File: config.mk
export PLATFORM = sky130hd
export DESIGN_NAME = cpag_root
export DESIGN_NICKNAME = d
export VERILOG_FILES = /design/src/sv/cpag_pkg.sv /design/src/sv/cpag_root.sv
export SDC_FILE = /design/constraint.sdc
export NUM_CORES = 1
export LEC_CHECK = 0
export ABC_AREA = 1
export BUFFER_PORTS_ARGS = -buffer_cell sky130_fd_sc_hd__buf_2
export CAP_MARGIN = 15
export CORE_UTILIZATION = 50
export CTS_CLUSTER_DIAMETER = 120
export DETAILED_ROUTE_END_ITERATION = 12
export GPL_TIMING_DRIVEN = 0
export PLACE_DENSITY = 0.67
export SLEW_MARGIN = 10
export SYNTH_ARGS = -nofsm -noshare
export SYNTH_HDL_FRONTEND = slang
export SYNTH_SLANG_ARGS = --single-unit
File: constraint.sdc
create_clock -name i_clk -period 10.2 [get_ports i_clk]
set_input_delay 0.51 -clock i_clk [delete_from_list [all_inputs] [get_ports i_clk]]
set_output_delay 0.51 -clock i_clk [all_outputs]
set_load 0.03 [all_outputs]
File: src/sv/cpag_pkg.sv
// ---------------------------------------------------------------------------
// cpag_pkg
// Shared types, widths and the square-root step for the cuboid patch
// address generator.
// ---------------------------------------------------------------------------
package cpag_pkg;

    localparam int COORD_W   = 10;
    localparam int SIZE_W    = 11;
    localparam int SPACE_W   = 16;
    localparam int PROD_W    = COORD_W + SPACE_W;      // |d| * spacing
    localparam int AXSQ_W    = 2 * PROD_W;             // per-axis square
    localparam int SUM_W     = AXSQ_W + 2;             // sum of three squares
    localparam int SQ_W      = 36;
    localparam int ROOT_W    = SQ_W / 2;
    localparam int REM_W     = ROOT_W + 3;
    localparam int ROOT_STG  = ROOT_W / 2;             // two root bits per stage
    localparam int CFG_IDX_W = 3;
    localparam int CFG_DAT_W = 16;

    typedef enum logic [CFG_IDX_W-1:0] {
        CFG_SIZE_X    = 3'd0,
        CFG_SIZE_Y    = 3'd1,
        CFG_SIZE_Z    = 3'd2,
        CFG_SPACING_X = 3'd3,
        CFG_SPACING_Y = 3'd4,
        CFG_SPACING_Z = 3'd5
    } t_cfg_idx;

    typedef struct packed {
        logic first;
        logic last;
    } t_flags;

    typedef struct packed {
        logic [COORD_W-1:0] nb_x;
        logic [COORD_W-1:0] nb_y;
        logic [COORD_W-1:0] nb_z;
        logic [SQ_W-1:0]    sq;
        logic               last;
    } t_item;

    typedef struct packed {
        logic [REM_W-1:0]  rem;
        logic [ROOT_W-1:0] root;
    } t_sqrt;

    // One digit of the restoring square root: bring down two radicand bits.
    function automatic t_sqrt sqrt_step(input t_sqrt cur, input logic [1:0] pair);
        logic [REM_W-1:0] rem_sh;
        logic [REM_W-1:0] trial;
        t_sqrt            res;
        rem_sh = {cur.rem[REM_W-3:0], pair};
        trial  = REM_W'({cur.root, 2'b01});
        if (rem_sh >= trial) begin
            res.rem  = rem_sh - trial;
            res.root = {cur.root[ROOT_W-2:0], 1'b1};
        end else begin
            res.rem  = rem_sh;
            res.root = {cur.root[ROOT_W-2:0], 1'b0};
        end
        return res;
    endfunction

endpackage

File: src/sv/cpag_root.sv
// ---------------------------------------------------------------------------
// cpag_root
// Pipelined integer square root, two root bits per stage; the result item
// travels alongside.
// ---------------------------------------------------------------------------
module cpag_root import cpag_pkg::*; (
    input  logic               i_clk,
    input  logic [ROOT_STG:1]  i_en,
    input  t_item              i_item,
    input  logic [SQ_W-1:0]    i_rad,
    output t_item              o_item,
    output logic [ROOT_W-1:0]  o_root
);

    t_item           r_item [1:ROOT_STG];
    logic [SQ_W-1:0] r_rad  [1:ROOT_STG];
    t_sqrt           r_acc  [1:ROOT_STG];

    t_item           w_item [1:ROOT_STG];
    logic [SQ_W-1:0] w_rad  [1:ROOT_STG];
    t_sqrt           w_acc  [1:ROOT_STG];

    always_comb begin
        t_sqrt mid;
        mid       = sqrt_step('0, i_rad[SQ_W-1:SQ_W-2]);
        w_acc[1]  = sqrt_step(mid, i_rad[SQ_W-3:SQ_W-4]);
        w_rad[1]  = {i_rad[SQ_W-5:0], 4'b0000};
        w_item[1] = i_item;
        for (int s = 2; s <= ROOT_STG; s++) begin
            mid       = sqrt_step(r_acc[s-1], r_rad[s-1][SQ_W-1:SQ_W-2]);
            w_acc[s]  = sqrt_step(mid, r_rad[s-1][SQ_W-3:SQ_W-4]);
            w_rad[s]  = {r_rad[s-1][SQ_W-5:0], 4'b0000};
            w_item[s] = r_item[s-1];
        end
    end

    always_ff @(posedge i_clk) begin
        for (int s = 1; s <= ROOT_STG; s++) begin
            if (i_en[s]) begin
                r_item[s] <= w_item[s];
                r_rad[s]  <= w_rad[s];
                r_acc[s]  <= w_acc[s];
            end
        end
    end

    assign o_item = r_item[ROOT_STG];
    assign o_root = r_acc[ROOT_STG].root;

endmodule

==> impl_metrics.json <==
{
  "cts-root-buf": "clkbuf_16",
  "p_total_uw": 11800,
  "seqPwrFrac_pct": 43.8,
  "end_kind": "flop",
  "sw_frac_of_total_pct": 31.8,
  "ant_nets": 0,
  "min-delay-path-class": "primary input to flop",
  "synth.area.top_cells": "edfxtp_1 (65%), nand2_1 (7.8%), ha_1 (5.1%)",
  "ys_ff_latch": 980,
  "syn_inst": 3996,
  "cp_slowest_cell": "edfxtp_1",
  "combinationalPowerShare_pct": 25.8,
  "core_mm2": 0.0899,
  "hold_viol_final": 0,
  "num-nets-final": 4692,
  "critPathMaxStageDelay_ps": 450,
  "clkSlewWorstSetupHoldPaths_ps": 60,
  "rsz0062_at_grt": "no",
  "p_leak_uw": 0.0217,
  "setup_tns_ps": 0,
  "synth_ff_type": "edfxtp_1",
  "outcome": "finished, final reports clean",
  "first_global_vias": 28100,
  "antenna_found_initial": 5,
  "synthDominantCellAreaShare_pct": 65.0,
  "worst_path_most_repeated_cell": "nand2_1",
  "gp_congestion": 0.929,
  "ys_seq_area_share_pct": 65.0,
  "io_pins": 198,
  "min_period_ps": 5550,
  "drt-vias-per-instance": 5.12,
  "first_iter_violations": 1985,
  "die_h_um": 303,
  "grt.met3_usage_pct": 3.39,
  "clockPowerShare_pct": 30.4,
  "worst_slew_pin_slew_ps": 771,
  "synth_edf_count": 980,
  "drv_cap": 0,
  "slew_headroom_pct": 48.6,
  "start_kind": "flop",
  "drive_gt1_share_pct": 12.7,
  "cts_num_sinks": 980,
  "ys_async_sr_fraction_pct": 0,
  "yosys_warnings": 0,
  "avgSynthCellArea_um2": 11.3,
  "rows": 110,
  "finalCritPeriodShare_pct": 54.4,
  "grt.met1_usage_pct": 30.3,
  "use_met2_pct": 36.5,
  "setup_viol": 0,
  "drcViolationCount": 0,
  "clk_latency_ps": 710,
  "intPower_uw": 8020,
  "vdd_drop_max_uv": 151,
  "yosys.area.top_type": "edfxtp_1",
  "htree_num_levels": 3,
  "port_buffers": 197,
  "required_ps": 10610,
  "firstDrtPassIters": 7,
  "cts.path.max_buffers": 3,
  "fin_skew_ps": 75.4,
  "timing.fmax_mhz": 180,
  "routed_wl_um": 101000,
  "vias": 28900,
  "worstPathMaxFanout": 10,
  "fin_hold_ws_ps": 51.1,
  "die_w_um": 303,
  "path_class": "flop to flop",
  "top_usage_layer": "met2",
  "n_antenna_cell": 0,
  "cts_tree": "yes",
  "netlist_area_mm2": 0.0453,
  "grt.overflow.total": 0,
  "synth_cell_types": 59,
  "power.density_mw_per_mm2": 225,
  "dieArea_mm2": 0.0918,
  "grt_use_total_pct": 22.2,
  "p_sw_uw": 3750,
  "maxSlewViolCount": 0,
  "arrival_ps": 5960,
  "area_growth_pct": 15.3,
  "dp_hpwl_um": 74800,
  "avgRoutedWirePerCell_um": 17.9,
  "grt_pass1_wl_um": 155000,
  "num-fill-cells": 7424,
  "start_util_pct": 50.4,
  "cts_resized": 0,
  "cts_buffers": 101,
  "grt_max_degree": 80
}
==> final cells by class <==
cell class	count	area [um2]	share of cell area (%)
Timing Repair Buffer	292	2150	4.11
Sequential cell	980	29400	56.4
Clock inverter	61	681	1.30
Inverter	467	1760	3.37
Tap cell	1176	1470	2.82
Buffer	123	877	1.68
Multi-Input combinational cell	2428	13200	25.4
Clock buffer	121	2600	4.99
==> state kept, by name, summed over array words and instances, names as in the netlist <==
register	flops
r_item	603
r_acc	233
r_rad	144
==> power by group through the flow <==
stage	clock [uW]	combinational [uW]	sequential (uW)
finish	3580	3030	5150
global placement	0	2950	5230
floorplan	0	2170	5130
detailed placement	0	2980	5230
CTS	3690	3030	5150
global route	3830	3430	5190
==> worst paths after layout <==
path                                     start  slack (ps)  cells past startpoint             end
worst max-delay path             r_acc[0][195]        4650                     25   r_acc[0][263]
worst min register to register  r_item[0][285]         360                      0  r_item[0][352]
worst max register to register   r_acc[0][195]        4650                     25   r_acc[0][263]
worst min-delay path                 i_rad[11]          50                      1    r_rad[0][43]
==> cells in the mapped netlist (14+ instances only) <==
cell,number
edfxtp_1,980
nand2_1,941
inv_1,447
nor2_1,267
nand3_1,224
ha_1,186
o21ai_0,173
a21oi_1,169
buf_4,95
xor2_1,88
nand4_1,64
xnor2_1,59
nor3_1,41
nand2_2,22
o21ai_1,20
clkbuf_1,16
inv_2,16
o21bai_1,14
==> per-stage QoR <==
stage	cells	util (%)	cell area [um2]	setup WS (ps)
2_1_floorplan	3998	-	45300	6080
3_3_place_gp	5371	53.1	47800	4790
3_5_place_dp	5380	53.5	48100	4790
4_1_cts	5648	58.1	52200	4740
5_1_grt	5648	58.1	52200	4250
6_report	5648	58.1	52200	4650
==> critical path: cells and delay by family (launching register included) <==
| family | cells | cell delay [ps] |
|---|---|---|
| buffers and inverters | 6 | 1310 |
| and+or+nand+nor | 11 | 1610 |
| DFF | 1 | 450 |
| adders and majority gates | 2 | 710 |
| AOI/OAI and AO/OA | 6 | 1200 |
==> routing by layer <==
metal,share of wire (%),wire (um),vias to the layer above
met5,0.013,13,-
met4,2.9,2950,2
met3,5.3,5300,177
met2,47,47300,720
met1,45,45300,13500
li1,-,-,14500
==> repair_timing <==
item / 4_1_cts / 5_1_grt
endpoints found under the hold margin: 86 / 0
hold buffers: 86 / 0
setup buffers: 0 / 0
==> logic make-up after synthesis <==
| logic type | share of synthesized area [%] |
|---|---|
| buffers and inverters | 5.82 |
| other | 0.00828 |
| adders and majority gates | 5.14 |
| xor gates and xnor gates | 2.84 |
| AOI/OAI and AO/OA | 5.43 |
| DFF | 65.0 |
| and+or+nand+nor | 15.8 |
==> cells in the final DEF (no fill, tap or decap), types with 19 or more instances in the layout <==
cell           synthesis  layout
dlygate4sd3_1          0      86
o21ai_1               20      20
ha_1                 186     186
buf_2                  5     193
clkbuf_16              0     101
clkinv_1               1      19
clkbuf_1              16      36
nor2_1               267     267
xor2_1                88      88
inv_1                447     447
nand2_2               22      22
edfxtp_1             980     980
nand2_1              941     941
o21ai_0              173     173
a21oi_1              169     169
nor3_1                41      41
nand3_1              224     224
xnor2_1               59      59
buf_4                 95      96
nand4_1               64      64
No activity file was read; power rests on OpenSTA's default activity.
