<file path="config.mk">
export PLATFORM = sky130hd
export DESIGN_NAME = cpag_axis
export DESIGN_NICKNAME = d
export VERILOG_FILES = /design/src/sv/cpag_pkg.sv /design/src/sv/cpag_axis.sv
export SDC_FILE = /design/constraint.sdc
export NUM_CORES = 2
export LEC_CHECK = 0
export ABC_AREA = 1
export BUFFER_PORTS_ARGS = -buffer_cell sky130_fd_sc_hd__buf_4
export CAP_MARGIN = 20
export CORE_MARGIN = 2
export CORE_UTILIZATION = 45
export DETAILED_ROUTE_END_ITERATION = 16
export GPL_TIMING_DRIVEN = 0
export PLACE_DENSITY = 0.63
export SETUP_SLACK_MARGIN = 0.15
export SYNTH_ARGS = -nofsm -noshare
export SYNTH_HDL_FRONTEND = slang
export SYNTH_SLANG_ARGS = --single-unit
</file>
<file path="constraint.sdc">
create_clock -name i_clk -period 8.45 [get_ports i_clk]
set_input_delay 0.845 -clock i_clk [delete_from_list [all_inputs] [get_ports i_clk]]
set_output_delay 0.845 -clock i_clk [all_outputs]
set_load 0.1 [all_outputs]
</file>
<file path="src/sv/cpag_pkg.sv">
// ---------------------------------------------------------------------------
// cpag_pkg
// Shared types, widths and the square-root step for the cuboid patch
// address generator.
// ---------------------------------------------------------------------------
package cpag_pkg;

    localparam int COORD_W   = 10;
    localparam int SIZE_W    = 11;
    localparam int SPACE_W   = 16;
    localparam int PROD_W    = COORD_W + SPACE_W;      // |d| * spacing
    localparam int AXSQ_W    = 2 * PROD_W;             // per-axis square
    localparam int SUM_W     = AXSQ_W + 2;             // sum of three squares
    localparam int SQ_W      = 36;
    localparam int ROOT_W    = SQ_W / 2;
    localparam int REM_W     = ROOT_W + 3;
    localparam int ROOT_STG  = ROOT_W / 2;             // two root bits per stage
    localparam int CFG_IDX_W = 3;
    localparam int CFG_DAT_W = 16;

    typedef enum logic [CFG_IDX_W-1:0] {
        CFG_SIZE_X    = 3'd0,
        CFG_SIZE_Y    = 3'd1,
        CFG_SIZE_Z    = 3'd2,
        CFG_SPACING_X = 3'd3,
        CFG_SPACING_Y = 3'd4,
        CFG_SPACING_Z = 3'd5
    } t_cfg_idx;

    typedef struct packed {
        logic first;
        logic last;
    } t_flags;

    typedef struct packed {
        logic [COORD_W-1:0] nb_x;
        logic [COORD_W-1:0] nb_y;
        logic [COORD_W-1:0] nb_z;
        logic [SQ_W-1:0]    sq;
        logic               last;
    } t_item;

    typedef struct packed {
        logic [REM_W-1:0]  rem;
        logic [ROOT_W-1:0] root;
    } t_sqrt;

    // One digit of the restoring square root: bring down two radicand bits.
    function automatic t_sqrt sqrt_step(input t_sqrt cur, input logic [1:0] pair);
        logic [REM_W-1:0] rem_sh;
        logic [REM_W-1:0] trial;
        t_sqrt            res;
        rem_sh = {cur.rem[REM_W-3:0], pair};
        trial  = REM_W'({cur.root, 2'b01});
        if (rem_sh >= trial) begin
            res.rem  = rem_sh - trial;
            res.root = {cur.root[ROOT_W-2:0], 1'b1};
        end else begin
            res.rem  = rem_sh;
            res.root = {cur.root[ROOT_W-2:0], 1'b0};
        end
        return res;
    endfunction

endpackage

</file>
<file path="src/sv/cpag_axis.sv">
// ---------------------------------------------------------------------------
// cpag_axis
// One axis: fold the neighbour at the image border, scale the distance by
// the spacing and square it. Three register stages.
// ---------------------------------------------------------------------------
module cpag_axis import cpag_pkg::*; #(
    parameter int HALF = 1,
    parameter int CW   = 2
) (
    input  logic               i_clk,
    input  logic [3:1]         i_en,
    input  logic [COORD_W-1:0] i_centre,
    input  logic [CW-1:0]      i_cnt,
    input  logic [SIZE_W-1:0]  i_size,
    input  logic [SPACE_W-1:0] i_spacing,
    output logic [COORD_W-1:0] o_nb,
    output logic [AXSQ_W-1:0]  o_sq
);

    localparam int SW = SIZE_W + 2;

    logic signed [SW-1:0] w_off, w_c, w_f, w_size;
    logic [COORD_W-1:0]   w_d;

    logic [COORD_W-1:0]   r_nb1, r_c1, r_nb2, r_nb3;
    logic [PROD_W-1:0]    r_t2;
    logic [AXSQ_W-1:0]    r_sq3;

    always_comb begin
        w_off  = SW'(i_cnt) - SW'(HALF);
        w_size = SW'(i_size);
        w_c    = SW'(i_centre) + w_off;
        w_f    = w_c;
        if (w_c < 0) begin
            w_f = SW'(HALF) - w_off;
        end
        if (w_f >= w_size) begin
            w_f = w_size - SW'(1) - SW'(HALF) - w_off;
        end
    end

    assign w_d = (r_c1 >= r_nb1) ? (r_c1 - r_nb1) : (r_nb1 - r_c1);

    always_ff @(posedge i_clk) begin
        if (i_en[1]) begin
            r_nb1 <= w_f[COORD_W-1:0];
            r_c1  <= i_centre;
        end
        if (i_en[2]) begin
            r_nb2 <= r_nb1;
            r_t2  <= PROD_W'(w_d) * PROD_W'(i_spacing);
        end
        if (i_en[3]) begin
            r_nb3 <= r_nb2;
            r_sq3 <= AXSQ_W'(r_t2) * AXSQ_W'(r_t2);
        end
    end

    assign o_nb = r_nb3;
    assign o_sq = r_sq3;

endmodule

</file>
==> flow_summary_export.csv <==
group,metric,value,unit
sta,tightest_slew,1110,ps
sta,achievable-frequency,0.124,GHz
floorplanning,core_area,0.0714,mm2
sta,report.final.hold_viol_count,0,
clock_tree,cts_sinks,117,
clock_tree,clock_latency,490,ps
layout,areaGrowthSynthToFinish,7.73,%
synthesis,synth_top_family_by_area,"adder cells",
clock_tree,hold_buffers,0,
place,io_buffers,99,
sta,min_period,8040,ps
synthesis,ys_seq_area_share,10.8,%
clock_tree,clkTransAtPathRegs,90,ps
clock_tree,cts_setup_buffers,0,
drt,finalWirelength,90200,um
floorplanning,top_level_ports,105,
global_routing,antenna_found_initial,1,
worst_setup_path,path_buf_inv,8,
worst_setup_path,rr_worst_depth,23,
worst_hold_path,hp-start,"r_nb2[4]",
synthesis,yosysWarnings,0,
drt,wl_per_cell,17.7,um
synthesis,synth-xor-area-share,2.30,%
layout,mostFrequentLayoutCell,"inv_1",
worst_hold_path,hold_end,"o_nb[4]",
drt,postRouteAntennaNets,0,
synthesis,ys_types,40,
layout,diodes,0,
floorplanning,dieArea,0.0741,mm2
global_routing,grt_use_total,25.2,%
worst_setup_path,required,8660,ps
worst_setup_path,reg2reg_to,"o_sq[44]",
sta,period_share,95.2,%
worst_setup_path,crit_path_start_kind,"flip-flop",
synthesis,async_flop_share,0,%
worst_setup_path,path_depth,23,
worst_setup_path,path_cells,"clkbuf_1, clkbuf_1, nand2_1, fa_1, inv_1, fa_1, inv_1, fa_1, fa_1, inv_1, fa_1, fa_1, inv_1, fa_1, inv_1, ha_1, nand2_1, inv_1, nand2_1, o21bai_1, a21oi_1, nand3_1, nand2_1",
worst_setup_path,cp-startpoint,"r_t2[13]",
sta,slew-limit-headroom,26.3,%
drt,drtPass1Iterations,6,
worst_setup_path,path_max_fanout,10,
floorplanning,start_util,45.4,%
synthesis,synth-edff-count,117,
run,maxCapViolations,0,
layout,drive_gt1_share,4.22,%
worst_setup_path,path_class,"flip-flop to flip-flop",
synthesis,ys_ff_latch,117,
worst_setup_path,r2r-start,"r_t2[13]",
place,pre_cts_ws,620,ps
synthesis,synthSimpleGateAreaFrac,16.4,%
synthesis,syn-mean-instance-area,8.06,um2
floorplanning,rows,98,
clock_tree,cts_tree,"done",
layout,fin_nets,5128,
synthesis,syn_area,0.0324,mm2
sta,tns,0,ps
global_routing,grt_pass1_vias,26200,
place,place_congestion,0.962,
clock_tree,post_cts_resized,0,
synthesis,synth_compound_area_share,3.60,%
sta,setup_viol_count_final,0,
worst_hold_path,hold_depth,0,
floorplanning,die_w,272,um
sta,rsz0062_at_grt,"no",
worst_setup_path,worst_ep_arrival_time,8260,ps
sta,drv_slew,0,
worst_setup_path,slowest_delay,860,ps
global_routing,grt_overflow,0,
global_routing,grt_pass1_wl,142000,um
layout,most-common-layout-cells,"inv_1, nand2_1, fa_1, ha_1, nor2_1",
worst_setup_path,end_kind,"flip-flop",
clock_tree,cts_made_buffers,17,
synthesis,synth_area_leaders,"fa_1, inv_1, ha_1, edfxtp_1, nand2_1",
worst_setup_path,ff2ff_setup_slack,410,ps
drt,vias_per_cell,4.95,
worst_setup_path,crit_top_cell,"fa_1",
worst_setup_path,cpMaxStageDelayCell,"clkbuf_1",
worst_hold_path,hold_path_class,"flip-flop to flip-flop",
global_routing,grt_max_degree,62,
synthesis,synth.area.mux_share,0,%
worst_setup_path,critical_path.top_delay_family,"adder cells",
floorplanning,dieHeight,272,um
synthesis,ys.flop_type,"edfxtp_1",
synthesis,synth_nets,5010,
drt,drc,0,
clock_tree,clock-root-buffer,"clkbuf_16",
run_status,outcome,"complete, no violations",
drt,vias,25200,
synthesis,synthAdderAreaFrac,51.2,%
sta,setup_slack,408,ps
synthesis,yosys.area.top_type,"fa_1",
sta,skew,39.5,ps
clock_tree,clk_path_buf_depth,2,
clock_tree,cts_htree_levels,4,
drt,drtIter0Drc,1815,
synthesis,synthCells,4019,
synthesis,yosysTopAreaCellShare,38.8,%
place,hpwl,77100,um
## per-layer routing
layer | track usage (%) | wire, um | vias to the layer above
met5 | 0 | 0 | -
met1 | 32.2 | 36100 | 12300
met4 | 10.3 | 4010 | 0
li1 | - | - | 11900
met2 | 42.0 | 42800 | 905
met3 | 4.72 | 7260 | 172
## worst register-to-register path, delay by kind of cell (launching register included)
| family | cells | cell delay, ps |
|---|---|---|
| buffers and inverters | 8 | 1970 |
| AND/OR/NAND/NOR | 5 | 730 |
| flip-flops | 1 | 310 |
| AO/OA/AOI/OAI | 2 | 730 |
| adder cells (fa/ha/maj) | 8 | 4080 |
## cell usage after synthesis (2+ instances only)
cell type  number
a21o_1          7
o21ai_0        61
nor2_1        222
clkbuf_1       78
a21boi_0        2
nand3_1       117
o211ai_1        2
buf_2           6
edfxtp_1      117
nand2_1       899
o21a_1          6
a21oi_1       111
buf_1           6
nand3b_1        4
or2_2           5
a31oi_1         6
ha_1          320
buf_6           5
inv_2           3
nand4_1        36
buf_4           5
and2_1          2
inv_1        1234
nand2_2        12
xor2_1         56
fa_1          628
nor3_1         14
xnor2_1        29
o21bai_1       12
o21ai_2         4
## layout make-up
| cell class | count | area, um2 |
|---|---|---|
| fill | 7178 | 36500 |
| multi-input combinational | 2565 | 23800 |
| inverter | 1237 | 4640 |
| sequential | 117 | 3510 |
| tap | 950 | 1190 |
| timing repair buffer | 99 | 743 |
| buffer | 100 | 439 |
| clock buffer | 18 | 429 |
| clock inverter | 14 | 141 |
## logic make-up after synthesis
logic type      Yosys count
fa+ha+maj               948
xor+xnor                 85
compound gates          213
other cells               1
buf+inv                1337
flops                   117
simple gates           1318
## registers in the layout (all words and copies together) (netlist names)
signal and count:
o_sq 51, r_t2 26, o_nb 10, r_c1 10
r_nb1 10, r_nb2 10
## per-stage QoR
stage          hold slack (ps)  cell area [um2]  cells  util (%)
6_report                   382            34900   5100      48.9
5_1_grt                    403            34900   5100      48.9
4_1_cts                    397            34900   5100      48.9
3_5_place_dp               405            34300   5068      48.1
3_3_place_gp               402            34300   5068      48.1
2_1_floorplan              400            32400   4019         -
## worst max-delay path by stage
stage / to
floorplan: o_sq[50]
global placement: o_sq[44]
detailed placement: o_sq[44]
CTS: o_sq[44]
global route: o_sq[47]
finish: o_sq[44]
Power is left out: the tool's default activity adds up to more than one toggle a clock period on the data nets, which glitch-free logic cannot reach.
