===== config.mk =====
export PLATFORM = sky130hd
export DESIGN_NAME = cpag_seq
export DESIGN_NICKNAME = d
export VERILOG_FILES = /design/src/sv/cpag_pkg.sv /design/src/sv/cpag_seq.sv
export SDC_FILE = /design/constraint.sdc
export NUM_CORES = 1
export LEC_CHECK = 0
export BUFFER_PORTS_ARGS = -buffer_cell sky130_fd_sc_hd__buf_4
export CAP_MARGIN = 20
export CORE_ASPECT_RATIO = 0.9
export CORE_MARGIN = 2
export CORE_UTILIZATION = 48
export CTS_BUF_LIST = sky130_fd_sc_hd__clkbuf_8
export DETAILED_ROUTE_END_ITERATION = 6
export PLACE_DENSITY = 0.84
export SYNTH_ARGS = -nofsm -noshare
export SYNTH_HDL_FRONTEND = slang
export SYNTH_SLANG_ARGS = --single-unit

===== constraint.sdc =====
create_clock -name i_clk -period 5.75 [get_ports i_clk]
set_input_delay 0.8625 -clock i_clk [delete_from_list [all_inputs] [get_ports i_clk]]
set_output_delay 0.8625 -clock i_clk [all_outputs]
set_load 0.05 [all_outputs]

===== src/sv/cpag_pkg.sv =====
// ---------------------------------------------------------------------------
// cpag_pkg
// Shared types, widths and the square-root step for the cuboid patch
// address generator.
// ---------------------------------------------------------------------------
package cpag_pkg;

    localparam int COORD_W   = 10;
    localparam int SIZE_W    = 11;
    localparam int SPACE_W   = 16;
    localparam int PROD_W    = COORD_W + SPACE_W;      // |d| * spacing
    localparam int AXSQ_W    = 2 * PROD_W;             // per-axis square
    localparam int SUM_W     = AXSQ_W + 2;             // sum of three squares
    localparam int SQ_W      = 36;
    localparam int ROOT_W    = SQ_W / 2;
    localparam int REM_W     = ROOT_W + 3;
    localparam int ROOT_STG  = ROOT_W / 2;             // two root bits per stage
    localparam int CFG_IDX_W = 3;
    localparam int CFG_DAT_W = 16;

    typedef enum logic [CFG_IDX_W-1:0] {
        CFG_SIZE_X    = 3'd0,
        CFG_SIZE_Y    = 3'd1,
        CFG_SIZE_Z    = 3'd2,
        CFG_SPACING_X = 3'd3,
        CFG_SPACING_Y = 3'd4,
        CFG_SPACING_Z = 3'd5
    } t_cfg_idx;

    typedef struct packed {
        logic first;
        logic last;
    } t_flags;

    typedef struct packed {
        logic [COORD_W-1:0] nb_x;
        logic [COORD_W-1:0] nb_y;
        logic [COORD_W-1:0] nb_z;
        logic [SQ_W-1:0]    sq;
        logic               last;
    } t_item;

    typedef struct packed {
        logic [REM_W-1:0]  rem;
        logic [ROOT_W-1:0] root;
    } t_sqrt;

    // One digit of the restoring square root: bring down two radicand bits.
    function automatic t_sqrt sqrt_step(input t_sqrt cur, input logic [1:0] pair);
        logic [REM_W-1:0] rem_sh;
        logic [REM_W-1:0] trial;
        t_sqrt            res;
        rem_sh = {cur.rem[REM_W-3:0], pair};
        trial  = REM_W'({cur.root, 2'b01});
        if (rem_sh >= trial) begin
            res.rem  = rem_sh - trial;
            res.root = {cur.root[ROOT_W-2:0], 1'b1};
        end else begin
            res.rem  = rem_sh;
            res.root = {cur.root[ROOT_W-2:0], 1'b0};
        end
        return res;
    endfunction

endpackage


===== src/sv/cpag_seq.sv =====
// ---------------------------------------------------------------------------
// cpag_seq
// Offset sequencer: holds one centre and walks the cuboid offsets, x
// innermost, one offset per advance.
// ---------------------------------------------------------------------------
module cpag_seq import cpag_pkg::*; #(
    parameter int HALF_X = 1,
    parameter int HALF_Y = 1,
    parameter int HALF_Z = 1,
    parameter int CW_X   = 2,
    parameter int CW_Y   = 2,
    parameter int CW_Z   = 2
) (
    input  logic               i_clk,
    input  logic               i_rst_n,
    input  logic               i_valid,
    input  logic [COORD_W-1:0] i_cx,
    input  logic [COORD_W-1:0] i_cy,
    input  logic [COORD_W-1:0] i_cz,
    input  logic               i_adv,
    output logic               o_ready,
    output logic               o_valid,
    output logic [COORD_W-1:0] o_cx,
    output logic [COORD_W-1:0] o_cy,
    output logic [COORD_W-1:0] o_cz,
    output logic [CW_X-1:0]    o_cnt_x,
    output logic [CW_Y-1:0]    o_cnt_y,
    output logic [CW_Z-1:0]    o_cnt_z,
    output t_flags             o_flags
);

    localparam logic [CW_X-1:0] MAX_X = CW_X'(2 * HALF_X);
    localparam logic [CW_Y-1:0] MAX_Y = CW_Y'(2 * HALF_Y);
    localparam logic [CW_Z-1:0] MAX_Z = CW_Z'(2 * HALF_Z);

    logic               r_busy;
    logic [COORD_W-1:0] r_cx, r_cy, r_cz;
    logic [CW_X-1:0]    r_ox;
    logic [CW_Y-1:0]    r_oy;
    logic [CW_Z-1:0]    r_oz;
    logic               w_last;
    logic               w_load;

    assign w_last  = (r_ox == MAX_X) && (r_oy == MAX_Y) && (r_oz == MAX_Z);
    assign o_ready = !r_busy || (i_adv && w_last);
    assign w_load  = i_valid && o_ready;

    always_ff @(posedge i_clk) begin
        if (!i_rst_n) begin
            r_busy <= 1'b0;
        end else if (w_load) begin
            r_busy <= 1'b1;
        end else if (r_busy && i_adv && w_last) begin
            r_busy <= 1'b0;
        end
    end

    always_ff @(posedge i_clk) begin
        if (w_load) begin
            r_cx <= i_cx;
            r_cy <= i_cy;
            r_cz <= i_cz;
            r_ox <= '0;
            r_oy <= '0;
            r_oz <= '0;
        end else if (r_busy && i_adv && !w_last) begin
            // x innermost, then y, then z
            if (r_ox != MAX_X) begin
                r_ox <= r_ox + CW_X'(1);
            end else begin
                r_ox <= '0;
                if (r_oy != MAX_Y) begin
                    r_oy <= r_oy + CW_Y'(1);
                end else begin
                    r_oy <= '0;
                    r_oz <= r_oz + CW_Z'(1);
                end
            end
        end
    end

    assign o_valid       = r_busy;
    assign o_cx          = r_cx;
    assign o_cy          = r_cy;
    assign o_cz          = r_cz;
    assign o_cnt_x       = r_ox;
    assign o_cnt_y       = r_oy;
    assign o_cnt_z       = r_oz;
    assign o_flags.first = (r_ox == '0) && (r_oy == '0) && (r_oz == '0);
    assign o_flags.last  = w_last;

endmodule


==> out/results.ini, run 1 <==
[synthesis]
synth_compound_area_share_pct=5.75
synth_adder_area_share_pct=1.92
synth_area_sq_mm=0.00131
yosysTopAreaCell=edfxtp_1
synth_mux_area_share_pct=0.766
synth_edf_count=30
synth_seq_cells=37
syn_avg_cell_area_sq_um=17.4
synth_cells=75
synthSimpleGateAreaFrac_pct=9.87
async_reset_ff_share_pct=0
ys_warn_count=0
synthTopCellsByArea=edfxtp_1 (69%), dfxtp_1 (11%), nand4bb_4 (2.1%)
synth_ff_type=edfxtp_1
synth_xor_area_share_pct=0
synth-seq-area-share_pct=79.7
yosysTopAreaCellShare_pct=69.0
synthesis.nets=111
synth_cell_types=24
synth_top_family_by_area=simple AND/OR/NAND/NOR gates

[timing]
slew_viol_final=0
report.final.setup_viol=0
fmax_mhz=399
grt_setup_unrepaired=no
hold_violations=0
max_slew.worst_pin.slew_ns=0.430
relSlewSlack_pct=71.3
fin_skew_ns=0.00281
fin_crit_sh_pct=43.6
fin_crit_ns=2.51
final.setup.tns_ns=0

[layout]
n_antenna_cell=0
area_growth_pct=51.3
final_common_cell=buf_4
drive_gt1_share_pct=53.5
fin_nets=191
fin_cells=183
final_cell_mix=buf_4 (74), edfxtp_1 (30), dfxtp_1 (7)

[detailed_routing]
wl_per_cell_microns=16.0
ant_nets=0
finalWirelength_microns=2930
drc=9
viasPerCell=5.07
via_count=927
first_pass_iters=7
drtIter0Drc=30

[global_route]
grt_usage_pct=20.3
grt.overflow.total=0
grt_pass1_wl_microns=4370
grt_pass1_vias=911
antenna_found_initial=0
grt_max_degree=37

[cts]
ctsHoldBuffers=0
post_cts_resized=0
clk_pin_slew_ns=0.06
postCtsSetupBuffers=0
cts.sinks=37
htreeDepth=2
root_buffer=clkbuf_8
cts_tree=done
insertion_delay_ns=0.28
cts_buffers=5
clock_tree.buffer_depth=2

[die]
core_area_sq_mm=0.00251
rows=17
initial_core_util_pct=52.0
io-pin-count=74
die-width_microns=59.0
die_h_microns=53.5
die_area_sq_mm=0.00316

[status]
status=complete, but fails checks
violations=design-rule violations

[setup_path]
rr_worst_depth=5
path_max_fanout=7
cp-end-kind=output port
r2r-end=o_cx[7]$_DFFE_PP_
critical_path_class=reg -> out
timing.rr.start=o_cnt_z[0]$_SDFFE_PP0P_
start_kind=register
crit_arrival_ns=1.65
worstSetupStartpoint=o_cnt_z[0]$_SDFFE_PP0P_
endpoint=o_flags[0]
rrSetupSlack_ns=3.88
required_ns=4.89

[placement]
dpl.cell_count=176
port-buffer-count=73
dp_hpwl_microns=2060
globalplace.congestion=0.731

[job]
maxCapViolations=0

[power]
ir_drop_v=0.000171
total_leakage_power_nw=0.823
powerDensity_mw_per_mm2=296

[hold_path]
min_path_type=reg -> reg

-- sequential cells by signal, summed over array words and instances (netlist names) --
| name | cells |
|---|---|
| o_cx | 10 |
| o_cy | 10 |
| o_cz | 10 |
| o_cnt_x | 2 |
| o_cnt_y | 2 |
| o_cnt_z | 2 |
| o_valid | 1 |
-- power by group --
group	leakage [nW]	internal [W]	total (W)	switching [W]
Clock	0.0428	0.0000798	0.000162	0.0000821
Sequential	0.343	0.000306	0.000313	0.00000723
Combinational	0.437	0.0000382	0.000110	0.0000723
Total	0.823	0.000424	0.000586	0.000162
-- critical path, cell delays in order (launching register included) --
cell and delay (ns):
dfxtp_1 0.34, inv_1 0.08, ha_1 0.27, inv_1 0.12
or2_2 0.31, inv_1 0.06, buf_4 0.19
-- area by class of cell --
cell class | count | area [sq um]
flip-flops and latches | 37 | 1040
repair buffers | 74 | 556
fillers | 162 | 533
multi-input cells | 32 | 250
clock buffers | 5 | 68.8
well taps | 28 | 35.0
inverters | 5 | 18.8
clock inverters | 2 | 7.51
-- cells in the mapped netlist (2+ instances only) --
cell	n
edfxtp_1	30
o31ai_1	2
nand4b_1	2
ha_1	2
dfxtp_1	7
nor2_1	2
nand2_1	5
o21ai_0	2
inv_1	5
a21oi_1	4
-- metrics by stage --
step                area, sq um  utilization [%]  hold WS, ns  power [W]  worst slack [ns]
finish                     1980             78.8        0.515   0.000586              3.24
global route               1980             78.8        0.550   0.000606              3.12
CTS                        1980             78.8        0.514   0.000590              3.23
detailed placement         1900             75.7        0.505   0.000430              3.41
global placement           1900             75.7        0.477   0.000427              3.45
floorplan                  1310                -        0.716   0.000384              2.73
-- routing by layer --
metal	global-route usage [%]	vias up	share of wire (%)
met2	36.1	54	52
met4	11.4	0	0.85
met1	20.8	426	34
li1	-	443	-
met5	0	-	0
met3	6.60	4	13
-- how the worst min path moves through the flow --
| stage | from | end | cells after the start |
|---|---|---|---|
| after floorplan | o_cnt_z[0]$_SDFFE_PP0P_ | o_cnt_z[0]$_SDFFE_PP0P_ | 2 |
| after global placement | o_cnt_z[0]$_SDFFE_PP0P_ | o_cnt_z[0]$_SDFFE_PP0P_ | 2 |
| after detailed placement | o_cnt_z[0]$_SDFFE_PP0P_ | o_cnt_z[0]$_SDFFE_PP0P_ | 2 |
| after CTS | o_cnt_z[0]$_SDFFE_PP0P_ | o_cnt_z[0]$_SDFFE_PP0P_ | 2 |
| after global routing | o_cnt_z[0]$_SDFFE_PP0P_ | o_cnt_z[0]$_SDFFE_PP0P_ | 2 |
| final | o_cnt_z[0]$_SDFFE_PP0P_ | o_cnt_z[0]$_SDFFE_PP0P_ | 2 |
-- cell families after synthesis --
| kind of cell | after synthesis |
|---|---|
| flip-flops | 37 |
| AND/OR/NAND/NOR | 18 |
| AO/OA/AOI/OAI | 11 |
| buffers and inverters | 6 |
| adder cells (fa/ha/maj) | 2 |
| multiplexers | 1 |
Power figures use the tool's default switching activity.
==> inputs of run 2 (changes only) <==
CORE_UTILIZATION = 40   (was 48)
PLACE_DENSITY = 0.75   (was 0.84)
clock period = 2.12 ns   (was 5.75 ns; I/O delays follow)
==> run 2 against run 1 <==
The run now ends clean; utilization fell by 12 points; count of clock-buffer cells in the layout rose by 1; worst setup slack got worse by 3.0 ns; clock power rose to 3.8 times the previous value; die area rose by 18%; sequential share of layout area fell by 1.7 points; non-clock buffer count did not move; sequential cell count did not move.
==> out/results.ini, run 2 (same netlist as run 1, synthesis figures left out) <==
[setup_path]
start_kind=register
slowest_delay_ns=0.33
cp_cell_sequence=inv_1 -> ha_2 -> inv_1 -> or2_2 -> inv_1 -> buf_4
crit_arrival_ns=1.57
timing.rr.start=o_cnt_z[0]$_SDFFE_PP0P_
rrSetupSlack_ns=0.59
rr_worst_depth=5
r2r-end=o_cx[3]$_DFFE_PP_
critical_path_class=reg -> out
cp_common_cell=inv_1
cp-end-kind=output port
endpoint=o_flags[0]
required_ns=1.80
worstSetupStartpoint=o_cnt_z[0]$_SDFFE_PP0P_
slowest_stage=dfxtp_2
path_max_fanout=7

[cts]
ctsHoldBuffers=0
clk_pin_slew_ns=0.07
insertion_delay_ns=0.28
cts.sinks=37
htreeDepth=2
clock_tree.buffer_depth=2
postCtsSetupBuffers=0
root_buffer=clkbuf_8
post_cts_resized=0
cts_buffers=5
cts_tree=done

[layout]
post-route-util_pct=66.8
area_growth_pct=58.0
fin_nets=191
drive_gt1_share_pct=59.6
final_cell_mix=buf_4 (73), edfxtp_1 (30), clkbuf_8 (6)
stdcell_area_sq_mm=0.00206
n_antenna_cell=0
final_common_cell=buf_4

[detailed_routing]
ant_nets=0
highest_layer=met4
finalWirelength_microns=2600
met2_length_microns=1240
first_pass_iters=4
wl_met3_microns=382
viasPerCell=4.65
via_count=920
met1_length_microns=921
wl_per_cell_microns=13.1
drc=0
drtIter0Drc=41

[timing]
fmax_mhz=531
slew_viol_final=0
holdWs_ns=0.205
report.final.setup_viol=0
max_slew.worst_pin.slew_ns=0.268
hold_violations=0
grt_setup_unrepaired=no
fin_crit_ns=1.88
fin_crit_sh_pct=88.9
relSlewSlack_pct=82.1
fin_skew_ns=0.00374
final.setup.tns_ns=0

[global_route]
grt_pass1_vias=885
grt.overflow.total=0
grt_usage_pct=14.8
antenna_found_initial=0
grt_pass1_wl_microns=3940
grt_max_degree=37

[die]
die_h_microns=58.2
io-pin-count=74
initial_core_util_pct=42.3
die-width_microns=64.2
die_area_sq_mm=0.00374
rows=19
core_area_sq_mm=0.00309

[placement]
dp_hpwl_microns=1980
globalplace.congestion=0.736
port-buffer-count=73
place_area_sq_mm=0.00194

[status]
status=completed

[hold_path]
min_path_type=in -> reg

[job]
maxCapViolations=0

[power]
total_leakage_power_nw=0.843
powerDensity_mw_per_mm2=856
power.total_w=0.00177
ir_drop_v=0.000333

run 2: cell types whose count changed in the layout (fill, tap and decap cells not counted), sizes merged:
cell and delta:
bufinv +1, clkinv -1, inv -1, clkbuf +1, clkinvlp +1
run 2: area by class of cell:
class                           instances  area [sq um]
Inverter                                5          18.8
Multi-Input combinational cell         32           253
Clock buffer                            6          82.6
Timing Repair Buffer                   74           568
Clock inverter                          2          37.5
Fill cell                             234          1030
Tap cell                               42          52.6
Sequential cell                        37          1050
run 2: routing by layer:
layer | GRT usage [%] | up-vias
met3 | 8.35 | 5
met4 | 8.21 | 0
li1 | - | 442
met1 | 14.5 | 419
met2 | 25.0 | 54
met5 | 0 | -
run 2: worst min path at each step:
stage                       startpoint                      end  slack [ns]  cells after the start
2_1_floorplan                  i_cx[0]        o_cx[0]$_DFFE_PP_        0.42                      0
3_3_place_gp   o_cnt_z[0]$_SDFFE_PP0P_  o_cnt_z[0]$_SDFFE_PP0P_        0.46                      2
3_5_place_dp   o_cnt_z[0]$_SDFFE_PP0P_  o_cnt_z[0]$_SDFFE_PP0P_        0.47                      2
4_1_cts                        i_cx[8]        o_cx[8]$_DFFE_PP_        0.19                      1
5_1_grt                        i_cx[5]        o_cx[5]$_DFFE_PP_        0.19                      1
6_report                       i_cx[8]        o_cx[8]$_DFFE_PP_        0.21                      1
run 2: per-stage QoR:
step / setup WS, ns / std cells
after floorplan: 0.0132 / 75
after global placement: 0.568 / 190
after detailed placement: 0.543 / 190
after CTS: 0.218 / 198
after global routing: 0.125 / 198
final: 0.236 / 198
run 2: critical path: cells and delay by family (launching register included):
family / cells / cell delay, ns
adders and majority gates: 1 / 0.23
DFF: 1 / 0.33
and+or+nand+nor: 1 / 0.31
buffers and inverters: 4 / 0.42
run 2: report_power, final:
group	leakage [nW]	total (W)	switching, W	internal [W]
Clock	0.0574	0.000616	0.000234	0.000382
Combinational	0.440	0.000302	0.000195	0.000107
Sequential	0.346	0.000847	0.0000184	0.000829
Total	0.843	0.00177	0.000448	0.00132
